[config.mk]
export PLATFORM = sky130hd
export DESIGN_NAME = infix_to_postfix_converter_core_flat
export DESIGN_NICKNAME = d
export VERILOG_FILES = /design/src/design/i2p_pkg.sv /design/src/design/i2p_if.sv /design/src/design/infix_to_postfix_converter_core.sv /design/src/design/i2p_ram.sv /design/src/design/i2p_datapath.sv /design/src/design/i2p_ctrl.sv /design/src/flat_wrapper.sv
export SDC_FILE = /design/constraint.sdc
export NUM_CORES = 1
export LEC_CHECK = 0
export BUFFER_PORTS_ARGS = -buffer_cell sky130_fd_sc_hd__clkbuf_2
export CAP_MARGIN = 15
export CORE_MARGIN = 8
export CORE_UTILIZATION = 50
export CTS_CLUSTER_DIAMETER = 100
export DETAILED_ROUTE_END_ITERATION = 16
export PLACE_DENSITY = 0.72
export SKIP_LAST_GASP = 1
export SYNTH_ARGS = -nofsm -noshare
export SYNTH_HDL_FRONTEND = slang
export SYNTH_HIERARCHICAL = 1
export SYNTH_SLANG_ARGS = --single-unit
[constraint.sdc]
create_clock -name clk -period 6.15 [get_ports clk]
set_input_delay 0.3075 -clock clk [delete_from_list [all_inputs] [get_ports clk]]
set_output_delay 0.3075 -clock clk [all_outputs]
set_load 0.02 [all_outputs]
[src/design/i2p_pkg.sv]
`default_nettype none

package i2p_pkg;

  localparam int STACK_DEPTH = 32;
  localparam int CNT_W       = $clog2(STACK_DEPTH + 1);
  localparam int ADDR_W      = $clog2(STACK_DEPTH);

  localparam int OPN_W  = 3;
  localparam int SYM_W  = 4;
  localparam int VAL_W  = 64;
  localparam int KIND_W = 2;
  localparam int ERR_W  = 3;
  localparam int ENT_W  = 5;
  localparam int PREC_W = 3;

  // stack entry codes: operators 0..7, functions 8..17, open parenthesis
  localparam logic [ENT_W-1:0] ENT_FUNC_BASE = 5'd8;
  localparam logic [ENT_W-1:0] ENT_OPEN      = 5'd31;

  localparam logic [SYM_W-1:0] OP_SYM_MAX = 4'd7;
  localparam logic [SYM_W-1:0] FN_SYM_MAX = 4'd9;

  localparam logic [PREC_W-1:0] LEFT_ASSOC_MAX = 3'd3;

  typedef enum logic [OPN_W-1:0] {
    OPN_NUMBER   = 3'd0,
    OPN_OPERATOR = 3'd1,
    OPN_FUNCTION = 3'd2,
    OPN_OPEN     = 3'd3,
    OPN_CLOSE    = 3'd4,
    OPN_COMMA    = 3'd5,
    OPN_END      = 3'd6
  } opn_t;

  typedef enum logic [2:0] {
    OPC_PLUS      = 3'd0,
    OPC_MINUS     = 3'd1,
    OPC_TIMES     = 3'd2,
    OPC_DIVIDE    = 3'd3,
    OPC_MODULO    = 3'd4,
    OPC_POWER     = 3'd5,
    OPC_NEGATE    = 3'd6,
    OPC_FACTORIAL = 3'd7
  } opc_t;

  typedef enum logic [KIND_W-1:0] {
    KIND_NUMBER   = 2'd0,
    KIND_OPERATOR = 2'd1,
    KIND_FUNCTION = 2'd2,
    KIND_STATUS   = 2'd3
  } kind_t;

  typedef enum logic [ERR_W-1:0] {
    ERR_NONE            = 3'd0,
    ERR_UNMATCHED_CLOSE = 3'd1,
    ERR_STRAY_COMMA     = 3'd2,
    ERR_UNMATCHED_OPEN  = 3'd3,
    ERR_OVERFLOW        = 3'd4
  } err_t;

  typedef enum logic [1:0] {
    RES_NONE   = 2'd0,
    RES_ENTRY  = 2'd1,
    RES_NUMBER = 2'd2,
    RES_STATUS = 2'd3
  } res_sel_t;

  typedef enum logic [1:0] {
    ST_IDLE     = 2'd0,
    ST_RUN      = 2'd1,
    ST_FUNC_CHK = 2'd2,
    ST_DRAIN    = 2'd3
  } state_t;

  typedef struct packed {
    logic     load;
    logic     pop;
    logic     drop;
    logic     push;
    logic     clear;
    res_sel_t res;
    err_t     err;
    logic     drain;
  } dp_cmd_t;

  typedef struct packed {
    logic [OPN_W-1:0] op;
    logic             sym_bad_op;
    logic             sym_bad_fn;
    logic             empty;
    logic             full;
    logic             top_open;
    logic             top_func;
    logic             top_go;
    logic             pend_valid;
    logic             out_free;
  } dp_stat_t;

  function automatic logic [PREC_W-1:0] prec(input logic [2:0] code);
    logic [PREC_W-1:0] p;
    case (code)
      OPC_PLUS, OPC_MINUS:    p = 3'd1;
      OPC_TIMES, OPC_DIVIDE:  p = 3'd3;
      OPC_MODULO:             p = 3'd2;
      OPC_POWER, OPC_NEGATE:  p = 3'd4;
      OPC_FACTORIAL:          p = 3'd5;
      default:                p = 3'd1;
    endcase
    return p;
  endfunction

  // incoming level p pops stacked level q
  function automatic logic pops(input logic [PREC_W-1:0] p, input logic [PREC_W-1:0] q);
    return (p <= LEFT_ASSOC_MAX) ? (p <= q) : (p < q);
  endfunction

endpackage

`default_nettype wire

[src/design/i2p_if.sv]
`default_nettype none

interface i2p_in_if;
  logic                       valid;
  logic                       ready;
  logic [i2p_pkg::OPN_W-1:0]  operation;
  logic [i2p_pkg::SYM_W-1:0]  symbol;
  logic [i2p_pkg::VAL_W-1:0]  number_value;

  modport source (output valid, output operation, output symbol, output number_value,
                  input ready);
  modport sink (input valid, input operation, input symbol, input number_value,
                output ready);
endinterface

interface i2p_out_if;
  logic                        valid;
  logic                        ready;
  logic [i2p_pkg::KIND_W-1:0]  out_kind;
  logic [i2p_pkg::SYM_W-1:0]   out_symbol;
  logic [i2p_pkg::VAL_W-1:0]   out_value;
  logic                        last_of_run;
  logic [i2p_pkg::ERR_W-1:0]   error_code;

  modport source (output valid, output out_kind, output out_symbol, output out_value,
                  output last_of_run, output error_code, input ready);
  modport sink (input valid, input out_kind, input out_symbol, input out_value,
                input last_of_run, input error_code, output ready);
endinterface

`default_nettype wire

[src/design/infix_to_postfix_converter_core.sv]
// Shunting-yard converter: infix tokens in on in_chan, postfix tokens out on
// out_chan, both valid/ready channels; an item moves when valid and ready are
// both high at a rising edge of clk.
// Numbers come straight out. Operators pop entries of higher precedence (or
// equal, when left-associative) off a 32-entry stack, then are pushed. Close,
// comma and end pop down to an open parenthesis; end also adds one status
// result. Errors give a status result and empty the stack. The last result of
// each input item carries last_of_run; ignored tokens and tokens that only
// push give no result.
// Timing: in_chan.ready is high only between items. An item takes one step
// per pop plus a last step (push, status or stop at an open parenthesis), and
// a close that finds its parenthesis a further step to look for a function.
// Results add a drain step that moves the last one to the output register;
// the next item is taken only after that (or after the last step with no
// result). Pops go one at a time, as the stack memory has a single read port.
// When out_chan.ready is low, the output register keeps its item, and while
// a result is held and that register is full the block waits for it.
// rst_n (synchronous, active low) empties the stack and drops any result in
// flight; the stack memory itself needs no clearing.
`default_nettype none

module infix_to_postfix_converter_core (
  input  wire logic  clk,
  input  wire logic  rst_n,
  i2p_in_if.sink     in_chan,
  i2p_out_if.source  out_chan
);

  import i2p_pkg::*;

  dp_cmd_t  cmd;
  dp_stat_t stat;
  logic     ctrl_ready;

  assign in_chan.ready = ctrl_ready;

  i2p_ctrl u_ctrl (
    .clk      (clk),
    .rst_n    (rst_n),
    .in_valid (in_chan.valid),
    .in_ready (ctrl_ready),
    .stat     (stat),
    .cmd      (cmd)
  );

  i2p_datapath u_datapath (
    .clk             (clk),
    .rst_n           (rst_n),
    .in_operation    (in_chan.operation),
    .in_symbol       (in_chan.symbol),
    .in_number_value (in_chan.number_value),
    .cmd             (cmd),
    .stat            (stat),
    .out_chan        (out_chan)
  );

endmodule

`default_nettype wire

[src/design/i2p_ram.sv]
`default_nettype none

module i2p_ram #(
  parameter int WIDTH = 8,
  parameter int DEPTH = 32
) (
  input  wire logic                     clk,
  input  wire logic                     we,
  input  wire logic [$clog2(DEPTH)-1:0] waddr,
  input  wire logic [WIDTH-1:0]         wdata,
  input  wire logic [$clog2(DEPTH)-1:0] raddr,
  output logic      [WIDTH-1:0]         rdata
);

  logic [WIDTH-1:0] mem [DEPTH];

  always_ff @(posedge clk) begin
    if (we) begin
      mem[waddr] <= wdata;
    end
    rdata <= mem[raddr];
  end

endmodule

`default_nettype wire

[src/design/i2p_datapath.sv]
`default_nettype none

module i2p_datapath (
  input  wire logic                      clk,
  input  wire logic                      rst_n,
  input  wire logic [i2p_pkg::OPN_W-1:0] in_operation,
  input  wire logic [i2p_pkg::SYM_W-1:0] in_symbol,
  input  wire logic [i2p_pkg::VAL_W-1:0] in_number_value,
  input  wire i2p_pkg::dp_cmd_t          cmd,
  output i2p_pkg::dp_stat_t              stat,
  i2p_out_if.source                      out_chan
);

  import i2p_pkg::*;

  logic [OPN_W-1:0]  op_r;
  logic [SYM_W-1:0]  sym_r;
  logic [VAL_W-1:0]  val_r;
  logic [CNT_W-1:0]  cnt_r, cnt_nxt, cnt_m1;
  logic [ENT_W-1:0]  top;
  logic [ENT_W-1:0]  wr_ent;
  logic [ENT_W-1:0]  fn_ent;
  logic              top_op;

  // held result, sent once it is known whether another follows
  logic              pend_valid_r;
  kind_t             pend_kind_r;
  logic [SYM_W-1:0]  pend_sym_r;
  logic [VAL_W-1:0]  pend_val_r;
  err_t              pend_err_r;

  kind_t             res_kind;
  logic [SYM_W-1:0]  res_sym;
  logic [VAL_W-1:0]  res_val;
  err_t              res_err;

  logic              out_valid_r;
  logic [KIND_W-1:0] out_kind_r;
  logic [SYM_W-1:0]  out_sym_r;
  logic [VAL_W-1:0]  out_val_r;
  logic              out_last_r;
  logic [ERR_W-1:0]  out_err_r;

  always_comb begin
    cnt_nxt = cnt_r;
    if (cmd.clear) begin
      cnt_nxt = '0;
    end else if (cmd.push) begin
      cnt_nxt = cnt_r + CNT_W'(1);
    end else if (cmd.pop || cmd.drop) begin
      cnt_nxt = cnt_r - CNT_W'(1);
    end
  end

  // read ahead so the data holds the top of the stack seen next cycle (not after a push)
  assign cnt_m1 = cnt_nxt - CNT_W'(1);

  always_comb begin
    case (op_r)
      OPN_OPERATOR: wr_ent = {1'b0, sym_r};
      OPN_FUNCTION: wr_ent = ENT_FUNC_BASE + {1'b0, sym_r};
      default:      wr_ent = ENT_OPEN;
    endcase
  end

  i2p_ram #(
    .WIDTH (ENT_W),
    .DEPTH (STACK_DEPTH)
  ) u_stack (
    .clk   (clk),
    .we    (cmd.push),
    .waddr (cnt_r[ADDR_W-1:0]),
    .wdata (wr_ent),
    .raddr (cnt_m1[ADDR_W-1:0]),
    .rdata (top)
  );

  assign top_op = (top < ENT_FUNC_BASE);
  assign fn_ent = top - ENT_FUNC_BASE;

  always_comb begin
    stat.op         = op_r;
    stat.sym_bad_op = (sym_r > OP_SYM_MAX);
    stat.sym_bad_fn = (sym_r > FN_SYM_MAX);
    stat.empty      = (cnt_r == '0);
    stat.full       = (cnt_r == CNT_W'(STACK_DEPTH));
    stat.top_open   = (top == ENT_OPEN);
    stat.top_func   = !top_op && (top != ENT_OPEN);
    stat.top_go     = top_op && pops(prec(sym_r[2:0]), prec(top[2:0]));
    stat.pend_valid = pend_valid_r;
    stat.out_free   = !out_valid_r || out_chan.ready;
  end

  always_comb begin
    res_kind = KIND_STATUS;
    res_sym  = '0;
    res_val  = '0;
    res_err  = ERR_NONE;
    case (cmd.res)
      RES_ENTRY: begin
        if (top_op) begin
          res_kind = KIND_OPERATOR;
          res_sym  = top[SYM_W-1:0];
        end else begin
          res_kind = KIND_FUNCTION;
          res_sym  = fn_ent[SYM_W-1:0];
        end
      end
      RES_NUMBER: begin
        res_kind = KIND_NUMBER;
        res_val  = val_r;
      end
      RES_STATUS: res_err = cmd.err;
      default: res_err = ERR_NONE;
    endcase
  end

  always_ff @(posedge clk) begin
    if (cmd.load) begin
      op_r  <= in_operation;
      sym_r <= in_symbol;
      val_r <= in_number_value;
    end
  end

  always_ff @(posedge clk) begin
    if (!rst_n) begin
      cnt_r <= '0;
    end else begin
      cnt_r <= cnt_nxt;
    end
  end

  always_ff @(posedge clk) begin
    if (!rst_n) begin
      pend_valid_r <= 1'b0;
      out_valid_r  <= 1'b0;
    end else begin
      if (cmd.res != RES_NONE) begin
        pend_valid_r <= 1'b1;
        if (pend_valid_r) begin
          out_valid_r <= 1'b1;
        end else if (out_chan.ready) begin
          out_valid_r <= 1'b0;
        end
      end else if (cmd.drain) begin
        pend_valid_r <= 1'b0;
        out_valid_r  <= 1'b1;
      end else if (out_chan.ready) begin
        out_valid_r <= 1'b0;
      end
    end
  end

  always_ff @(posedge clk) begin
    if (cmd.res != RES_NONE) begin
      pend_kind_r <= res_kind;
      pend_sym_r  <= res_sym;
      pend_val_r  <= res_val;
      pend_err_r  <= res_err;
    end
    if ((cmd.res != RES_NONE && pend_valid_r) || cmd.drain) begin
      out_kind_r <= pend_kind_r;
      out_sym_r  <= pend_sym_r;
      out_val_r  <= pend_val_r;
      out_err_r  <= pend_err_r;
      out_last_r <= cmd.drain;
    end
  end

  assign out_chan.valid       = out_valid_r;
  assign out_chan.out_kind    = out_kind_r;
  assign out_chan.out_symbol  = out_sym_r;
  assign out_chan.out_value   = out_val_r;
  assign out_chan.last_of_run = out_last_r;
  assign out_chan.error_code  = out_err_r;

endmodule

`default_nettype wire

[src/design/i2p_ctrl.sv]
`default_nettype none

module i2p_ctrl (
  input  wire logic              clk,
  input  wire logic              rst_n,
  input  wire logic              in_valid,
  output logic                   in_ready,
  input  wire i2p_pkg::dp_stat_t stat,
  output i2p_pkg::dp_cmd_t       cmd
);

  import i2p_pkg::*;

  state_t state_r, state_nxt;
  logic   step_ok;
  state_t done_state;

  assign step_ok    = !stat.pend_valid || stat.out_free;
  assign done_state = stat.pend_valid ? ST_DRAIN : ST_IDLE;

  always_ff @(posedge clk) begin
    if (!rst_n) begin
      state_r <= ST_IDLE;
    end else begin
      state_r <= state_nxt;
    end
  end

  always_comb begin
    state_nxt = state_r;
    cmd       = '0;
    cmd.res   = RES_NONE;
    cmd.err   = ERR_NONE;
    in_ready  = 1'b0;
    case (state_r)
      ST_IDLE: begin
        in_ready = 1'b1;
        if (in_valid) begin
          cmd.load  = 1'b1;
          state_nxt = ST_RUN;
        end
      end

      ST_RUN: begin
        if (step_ok) begin
          case (stat.op)
            OPN_NUMBER: begin
              cmd.res   = RES_NUMBER;
              state_nxt = ST_DRAIN;
            end
            OPN_OPERATOR: begin
              if (stat.sym_bad_op) begin
                state_nxt = ST_IDLE;
              end else if (!stat.empty && stat.top_go) begin
                cmd.pop = 1'b1;
                cmd.res = RES_ENTRY;
              end else if (stat.full) begin
                cmd.res   = RES_STATUS;
                cmd.err   = ERR_OVERFLOW;
                cmd.clear = 1'b1;
                state_nxt = ST_DRAIN;
              end else begin
                cmd.push  = 1'b1;
                state_nxt = done_state;
              end
            end
            OPN_FUNCTION, OPN_OPEN: begin
              if (stat.op == OPN_FUNCTION && stat.sym_bad_fn) begin
                state_nxt = ST_IDLE;
              end else if (stat.full) begin
                cmd.res   = RES_STATUS;
                cmd.err   = ERR_OVERFLOW;
                cmd.clear = 1'b1;
                state_nxt = ST_DRAIN;
              end else begin
                cmd.push  = 1'b1;
                state_nxt = ST_IDLE;
              end
            end
            OPN_CLOSE: begin
              if (stat.empty) begin
                cmd.res   = RES_STATUS;
                cmd.err   = ERR_UNMATCHED_CLOSE;
                cmd.clear = 1'b1;
                state_nxt = ST_DRAIN;
              end else if (stat.top_open) begin
                cmd.drop  = 1'b1;
                state_nxt = ST_FUNC_CHK;
              end else begin
                cmd.pop = 1'b1;
                cmd.res = RES_ENTRY;
              end
            end
            OPN_COMMA: begin
              if (stat.empty) begin
                cmd.res   = RES_STATUS;
                cmd.err   = ERR_STRAY_COMMA;
                cmd.clear = 1'b1;
                state_nxt = ST_DRAIN;
              end else if (stat.top_open) begin
                state_nxt = done_state;
              end else begin
                cmd.pop = 1'b1;
                cmd.res = RES_ENTRY;
              end
            end
            OPN_END: begin
              if (stat.empty) begin
                cmd.res   = RES_STATUS;
                cmd.err   = ERR_NONE;
                state_nxt = ST_DRAIN;
              end else if (stat.top_open) begin
                cmd.res   = RES_STATUS;
                cmd.err   = ERR_UNMATCHED_OPEN;
                cmd.clear = 1'b1;
                state_nxt = ST_DRAIN;
              end else begin
                cmd.pop = 1'b1;
                cmd.res = RES_ENTRY;
              end
            end
            default: state_nxt = ST_IDLE;
          endcase
        end
      end

      // a function right under the matched open parenthesis goes out too
      ST_FUNC_CHK: begin
        if (step_ok) begin
          if (!stat.empty && stat.top_func) begin
            cmd.pop   = 1'b1;
            cmd.res   = RES_ENTRY;
            state_nxt = ST_DRAIN;
          end else begin
            state_nxt = done_state;
          end
        end
      end

      ST_DRAIN: begin
        if (stat.out_free) begin
          cmd.drain = 1'b1;
          state_nxt = ST_IDLE;
        end
      end

      default: state_nxt = ST_IDLE;
    endcase
  end

endmodule

`default_nettype wire
[src/flat_wrapper.sv]
// flat-port wrapper written by rule: the top's interface ports become plain ports
module infix_to_postfix_converter_core_flat import i2p_pkg::*;
  (clk, rst_n, in_chan_valid, in_chan_operation, in_chan_symbol, in_chan_number_value, in_chan_ready, out_chan_valid, out_chan_out_kind, out_chan_out_symbol, out_chan_out_value, out_chan_last_of_run, out_chan_error_code, out_chan_ready);
  i2p_in_if in_chan_i ();
  i2p_out_if out_chan_i ();
  input  wire logic clk;
  input  wire logic rst_n;
  input wire logic [$bits(in_chan_i.valid)-1:0] in_chan_valid;
  input wire logic [$bits(in_chan_i.operation)-1:0] in_chan_operation;
  input wire logic [$bits(in_chan_i.symbol)-1:0] in_chan_symbol;
  input wire logic [$bits(in_chan_i.number_value)-1:0] in_chan_number_value;
  output wire logic [$bits(in_chan_i.ready)-1:0] in_chan_ready;
  output wire logic [$bits(out_chan_i.valid)-1:0] out_chan_valid;
  output wire logic [$bits(out_chan_i.out_kind)-1:0] out_chan_out_kind;
  output wire logic [$bits(out_chan_i.out_symbol)-1:0] out_chan_out_symbol;
  output wire logic [$bits(out_chan_i.out_value)-1:0] out_chan_out_value;
  output wire logic [$bits(out_chan_i.last_of_run)-1:0] out_chan_last_of_run;
  output wire logic [$bits(out_chan_i.error_code)-1:0] out_chan_error_code;
  input wire logic [$bits(out_chan_i.ready)-1:0] out_chan_ready;
  assign in_chan_i.valid = in_chan_valid;
  assign in_chan_i.operation = in_chan_operation;
  assign in_chan_i.symbol = in_chan_symbol;
  assign in_chan_i.number_value = in_chan_number_value;
  assign in_chan_ready = in_chan_i.ready;
  assign out_chan_valid = out_chan_i.valid;
  assign out_chan_out_kind = out_chan_i.out_kind;
  assign out_chan_out_symbol = out_chan_i.out_symbol;
  assign out_chan_out_value = out_chan_i.out_value;
  assign out_chan_last_of_run = out_chan_i.last_of_run;
  assign out_chan_error_code = out_chan_i.error_code;
  assign out_chan_i.ready = out_chan_ready;
  infix_to_postfix_converter_core u_core (.clk(clk), .rst_n(rst_n), .in_chan(in_chan_i), .out_chan(out_chan_i));
endmodule
Word level (Yosys, flattened, before mapping)
Memory sizes are Yosys's and may differ from the RTL's. A register that Yosys moved wholly into a read port is not among the register bits.
Index checks and enable logic that the tools add are counted.
{ "word_totals": {"mem_bits_rw": 160, "in_bits": 75, "mem_bits_ro": 48, "word_cells": 154, "regBits": 228, "out_inout_bits": 76, "memories": 3} }
{ "classes": {"n_lt_le_gt_ge": 6, "add_sub_neg": 5, "n_eq_ne": 23, "mux": 77, "reduce_logical": 24} }
{ "memory_table": {"columns": ["name", "depth", "word_bits", "read_ports", "rd_ports_with_merged_regs", "write_ports", "line", "rtl"], "rows": [
  ["u_core.u_datapath.u_stack.mem", 32, 5, 1, 1, 1, "i2p_ram.sv:15", "logic [WIDTH-1:0] mem [DEPTH];"],
  ["(no name shown)", 8, 3, 1, 1, 0, "i2p_pkg.sv:102", "case (code)"],
  ["(no name shown)", 8, 3, 1, 0, 0, "i2p_pkg.sv:102", null]
]} }
{ "ops": {"columns": ["operator", "n"], "rows": [
  ["2-to-1 mux 2 bit", 25],
  ["2-to-1 mux 1 bit", 29],
  ["2-to-1 mux 6 bit", 4],
  ["!= test 4 x 3 -> 1 bit, second input constant", 4],
  ["one-hot mux 3 bit (5 select lines)", 1],
  ["2-to-1 mux 7 bit", 2],
  ["one-hot mux 2 bit (6 select lines)", 1],
  ["one-hot mux 2 bit (5 select lines)", 1],
  ["one-hot mux 5 bit (2 select lines)", 1],
  ["== test 3 bit, second input constant", 3],
  ["2-to-1 mux 3 bit", 3],
  ["2-to-1 mux 9 bit", 1],
  ["== test 2 bit, second input constant", 4],
  ["!= test 2 bit, second input constant", 4],
  ["one-hot mux 2 bit (2 select lines)", 2],
  ["one-hot mux 2 bit (4 select lines)", 1],
  ["AND reduction 8 bit", 1],
  ["adder 6 x 1 -> 6 bit, second input constant", 1],
  ["== test 3 x 2 -> 1 bit, second input constant", 2],
  ["== test 6 bit, second input constant", 1],
  ["logical AND 1 bit", 6],
  ["logical NOT 6 bit", 1],
  ["OR reduction 2 bit", 3],
  ["subtractor 6 x 1 -> 6 bit, second input constant", 1],
  ["other kinds (24)", 33]
]} }

Longest topological paths before layout
An unclocked memory read counts as a cell.
{ "depth": {"word_depth": 15, "depth_mapped": 21, "mapped_depth_nobuf": 20} }

Hierarchy
Netlist, hierarchy kept.
{ "modules_own_cells": {"columns": ["module", "area_each_um2", "n_inst", "cells_per_inst"], "rows": [
  ["i2p_datapath", 7961.4, 1, 420],
  ["i2p_ram", 6344.8, 1, 277],
  ["i2p_ctrl", 576.8, 1, 91]
]} }

Least setup slack after synthesis
No wires, ideal clock.
{ "synth_timing": {"path_type": "flip-flop to flip-flop", "start": "register u_core.u_datapath.cnt_r[3]", "end": "register u_core.u_datapath.out_err_r[0] (netlist: u_core/u_datapath/out_chan.error_code[0]) (enable)", "arrival_ps": 5501, "path_stages_with_launch": 11, "t_required_ps": 5705, "n_path_buf": 0, "period_less_slack_ps": 5945, "setup_ps": 445, "path_slack_ps": 205, "path_cell_list": "dfxtp_1 nor2_1 nor4bb_1 o211ai_1 o21ai_0 a21oi_1 nor3b_1 nor2_1 inv_1 nand2_1 nand2b_1"} }
{ "synth_lines": {"columns": ["item", "line", "rtl"], "rows": [
  ["start: declaration", "i2p_datapath.sv:19", "logic [CNT_W-1:0] cnt_r, cnt_nxt, cnt_m1;"],
  ["start signal: assignment", "i2p_datapath.sv:130", "cnt_r <= cnt_nxt;"],
  ["end signal: assignment", "i2p_datapath.sv:166", "out_err_r <= pend_err_r;"],
  ["end: declaration", "i2p_datapath.sv:42", "logic [ERR_W-1:0] out_err_r;"]
]} }

==> results.yml <==
synthesis:
  synth_top_family_by_area: "multiplexers"
  syn-num-nets: 874
  yosys.cell_types.count: 59
  synth_ff_type: "edfxtp_1"
  synthArstFlopShare: 0
  synth-xor-area-share: 0.00353
  synth_top_area_share: 0.763
  yosysSeqAreaShare: 0.787
  syn_inst: 788
  ys_top_cells_by_area: "edfxtp_1, mux4_2, and2_1, dfxtp_1, nor2_1"
  synth.cell_area_um2: 14900
  synth_edf_count: 378
  synthTopCellsByCount: "edfxtp_1, and2_1, nor2_1, mux4_2"
  synth_seq_cells: 396
  yosysWarnings: 6
  synth_top_area_cell: "edfxtp_1"
  synth.most_common_cell: "edfxtp_1"
  yosys.area_share.simple: 0.0823
  synth-compound-area-share: 0.0225
  muxShareOfSynthArea: 0.0836
  avgSynthCellArea_um2: 18.9
  synthAdderAreaFrac: 0.00925
cells_and_area:
  nets: 1118
  num_antenna_cells: 0
  multi_input_area_um2: 3020
  finish.utilization: 0.612
  area_delta_synth_final_pct: 21.3
  drive_gt1_frac: 0.268
  ff_latch_area_um2: 11700
  fill_cells: 2020
sta:
  finalCriticalPeriod_ns: 5.15
  hold_viol_final: 0
  fin_crit_sh: 0.837
  tightest_slew_ns: 1.21
  setup-tns-final_ns: 0
  setup_violations: 0
  slew_headroom: 0.192
  fmax_ghz: 0.194
  rsz0062_at_grt: "false"
  maxSlewViolCount: 0
  skew_ns: 0.0310
cts:
  ctsHtreeMaxLevel: 2
  cts-resized-gates: 0
  insertion_delay_ns: 0.53
  path_clk_slew_ns: 0.06
  hold_buffers: 70
  clock_sinks: 396
  cts_tree: "done"
  cts_root_buffer: "clkbuf_16"
  clockBufferDepth: 3
  cts_buffers: 39
  cts_setup_buffers: 0
critical_path:
  reg2reg_depth: 13
  cp-endpoint: "u_core/u_datapath/u_stack/rdata[0]"
  cp_max_fo: 40
  cp.required_ns: 6.57
  worstSetupPathType: "flip-flop to flip-flop"
  startpoint: "u_core/u_datapath/op_r[1]"
  start_kind: "flip-flop"
  crit-reg2reg-launch: "u_core/u_datapath/op_r[1]"
  worst_setup_path_end_kind: "flip-flop"
  r2r_end: "u_core/u_datapath/u_stack/rdata[0]"
  r2r_slack_ns: 1.0
  worst_ep_arrival_time_ns: 5.57
drt:
  drtPass1Iterations: 7
  drt-wirelength-per-cell_um: 21.0
  drcViolationCount: 0
  wl_um: 30500
  drt_iter0_drc: 575
  post_drt_via_cell_ratio: 5.39
  postRouteAntennaNets: 0
  vias: 7824
grt:
  grt.overflow.total: 0
  grt_pass1_vias: 7906
  grt.total_usage: 0.169
  grt_max_degree: 77
  antenna_found_initial: 0
  grt_pass1_wl_um: 46600
run:
  maxCapViolCount: 0
floorplanning:
  dieHeight_um: 189
  start_util: 0.505
  die-area_um2: 35500
  pin_count: 151
  rows: 63
  fp.coreArea_um2: 29500
  die_w_um: 189
power_and_ir_drop:
  p_per_area_nw_per_um2: 332
  irDropWorstVdd_uv: 240
  leakage_nw: 6.18
place:
  dp_hpwl_um: 18700
  io_buffer_count: 150
  gp_congestion: 0.804
min_path:
  hold_depth: 1
  hold_path.class: "input port to flip-flop"
status:
  outcome: "finished, final reports clean"
==> placed cells by master, fill, tap and decap left out, types with 3 or more instances in the layout <==
| cell | netlist | final |
|---|---|---|
| a211oi_1 | 3 | 3 |
| a21oi_1 | 14 | 14 |
| a31oi_1 | 5 | 5 |
| and2_1 | 69 | 68 |
| and3_1 | 4 | 4 |
| buf_4 | 1 | 6 |
| buf_8 | 0 | 4 |
| bufinv_16 | 0 | 3 |
| clkbuf_1 | 17 | 11 |
| clkbuf_16 | 0 | 39 |
| clkbuf_2 | 1 | 150 |
| clkinv_1 | 0 | 8 |
| clkinv_2 | 0 | 5 |
| clkinvlp_4 | 0 | 3 |
| dfxtp_1 | 18 | 18 |
| dlygate4sd3_1 | 0 | 70 |
| edfxtp_1 | 378 | 378 |
| ha_1 | 11 | 11 |
| inv_1 | 14 | 12 |
| inv_2 | 1 | 3 |
| mux2_2 | 5 | 5 |
| mux2i_1 | 4 | 4 |
| mux4_2 | 50 | 50 |
| nand2_1 | 18 | 18 |
| nand2b_1 | 15 | 14 |
| nand3_1 | 9 | 9 |
| nand3b_1 | 6 | 6 |
| nor2_1 | 59 | 59 |
| nor2b_1 | 9 | 8 |
| nor3_1 | 7 | 7 |
| o21a_1 | 3 | 3 |
| o21ai_0 | 15 | 15 |
| or3_1 | 3 | 3 |
| or3b_2 | 3 | 3 |
| xnor2_1 | 4 | 3 |
==> critical path: stages (launching register included) <==
cell and delay (ns):
edfxtp_1 0.63, nor4b_1 0.69, a22o_1 0.22, a22o_1 0.18, a21oi_1 0.08, nor3_1 0.84, nor2_1 0.22, inv_2 0.11
ha_1 0.22, xnor2_2 0.13, buf_4 0.47, mux4_2 0.42, mux4_2 0.49, mux2_2 0.29
==> sequential cells by signal (all words and copies together), names as in the netlist, 4 cells and up, named ones only <==
name / flops
u_core/u_datapath/cnt_r: 6
u_core/u_datapath/u_stack/mem: 160
u_core/u_datapath/sym_r: 4
u_core/u_datapath/pend_val_r: 64
u_core/u_datapath/out_chan.out_value: 64
u_core/u_datapath/val_r: 64
u_core/u_datapath/out_chan.out_symbol: 4
u_core/u_datapath/pend_sym_r: 4
u_core/u_datapath/u_stack/rdata: 5
==> metrics by stage <==
step | cell area [um^2] | setup WS, ns | cells | power, mW | hold slack [ns]
after floorplan | 14900 | 0.205 | 788 | 3.57 | 0.400
after global placement | 16100 | 1.22 | 1307 | 3.72 | 0.400
after detailed placement | 16100 | 1.05 | 1307 | 3.73 | 0.405
after CTS | 18000 | 1.01 | 1448 | 6.03 | 0.00147
after global routing | 18000 | 0.637 | 1452 | 6.20 | 0.0121
final | 18000 | 1.00 | 1452 | 5.99 | 0.0193
==> where the power goes <==
| group | leakage, nW | switching, mW | total [mW] | internal [mW] |
|---|---|---|---|---|
| clock | 0.582 | 0.963 | 2.27 | 1.30 |
| combinational | 2.12 | 0.295 | 0.563 | 0.268 |
| sequential | 3.48 | 0.0671 | 3.16 | 3.09 |
| total | 6.18 | 1.32 | 5.99 | 4.66 |
==> area by class of cell <==
cell class | count | area share
inverters | 15 | 0.00312
clock buffers | 50 | 0.0564
well taps | 390 | 0.0270
clock inverters | 21 | 0.0111
multi-input cells | 350 | 0.167
flip-flops and latches | 396 | 0.649
repair buffers | 230 | 0.0862
==> how the worst min path moves through the flow <==
stage	startpoint	to	slack, ns
detailed placement	u_core/u_datapath/pend_sym_r[2]	u_core/u_datapath/out_chan.out_symbol[2]	0.40
global route	in_chan_symbol[2]	u_core/u_datapath/sym_r[2]	0.01
floorplan	u_core/u_datapath/pend_err_r[0]	u_core/u_datapath/out_chan.error_code[0]	0.40
global placement	u_core/u_datapath/pend_val_r[39]	u_core/u_datapath/out_chan.out_value[39]	0.40
finish	in_chan_symbol[2]	u_core/u_datapath/sym_r[2]	0.02
CTS	in_chan_symbol[2]	u_core/u_datapath/sym_r[2]	0.001
==> per-layer routing <==
| metal | GRT usage | part of all wire | vias to the layer above |
|---|---|---|---|
| li1 | - | - | 3544 |
| met1 | 0.220 | 0.40 | 3889 |
| met3 | 0.0370 | 0.079 | 45 |
| met2 | 0.282 | 0.50 | 346 |
| met5 | 0 | 0 | - |
| met4 | 0.0478 | 0.021 | 0 |
==> cells by family after synthesis <==
logic type	after synthesis
xor+xnor	6
compound gates	52
fa+ha+maj	11
flops	396
buf+inv	42
mux	60
simple gates	221
Note: power is estimated with default switching activity, not from simulation.
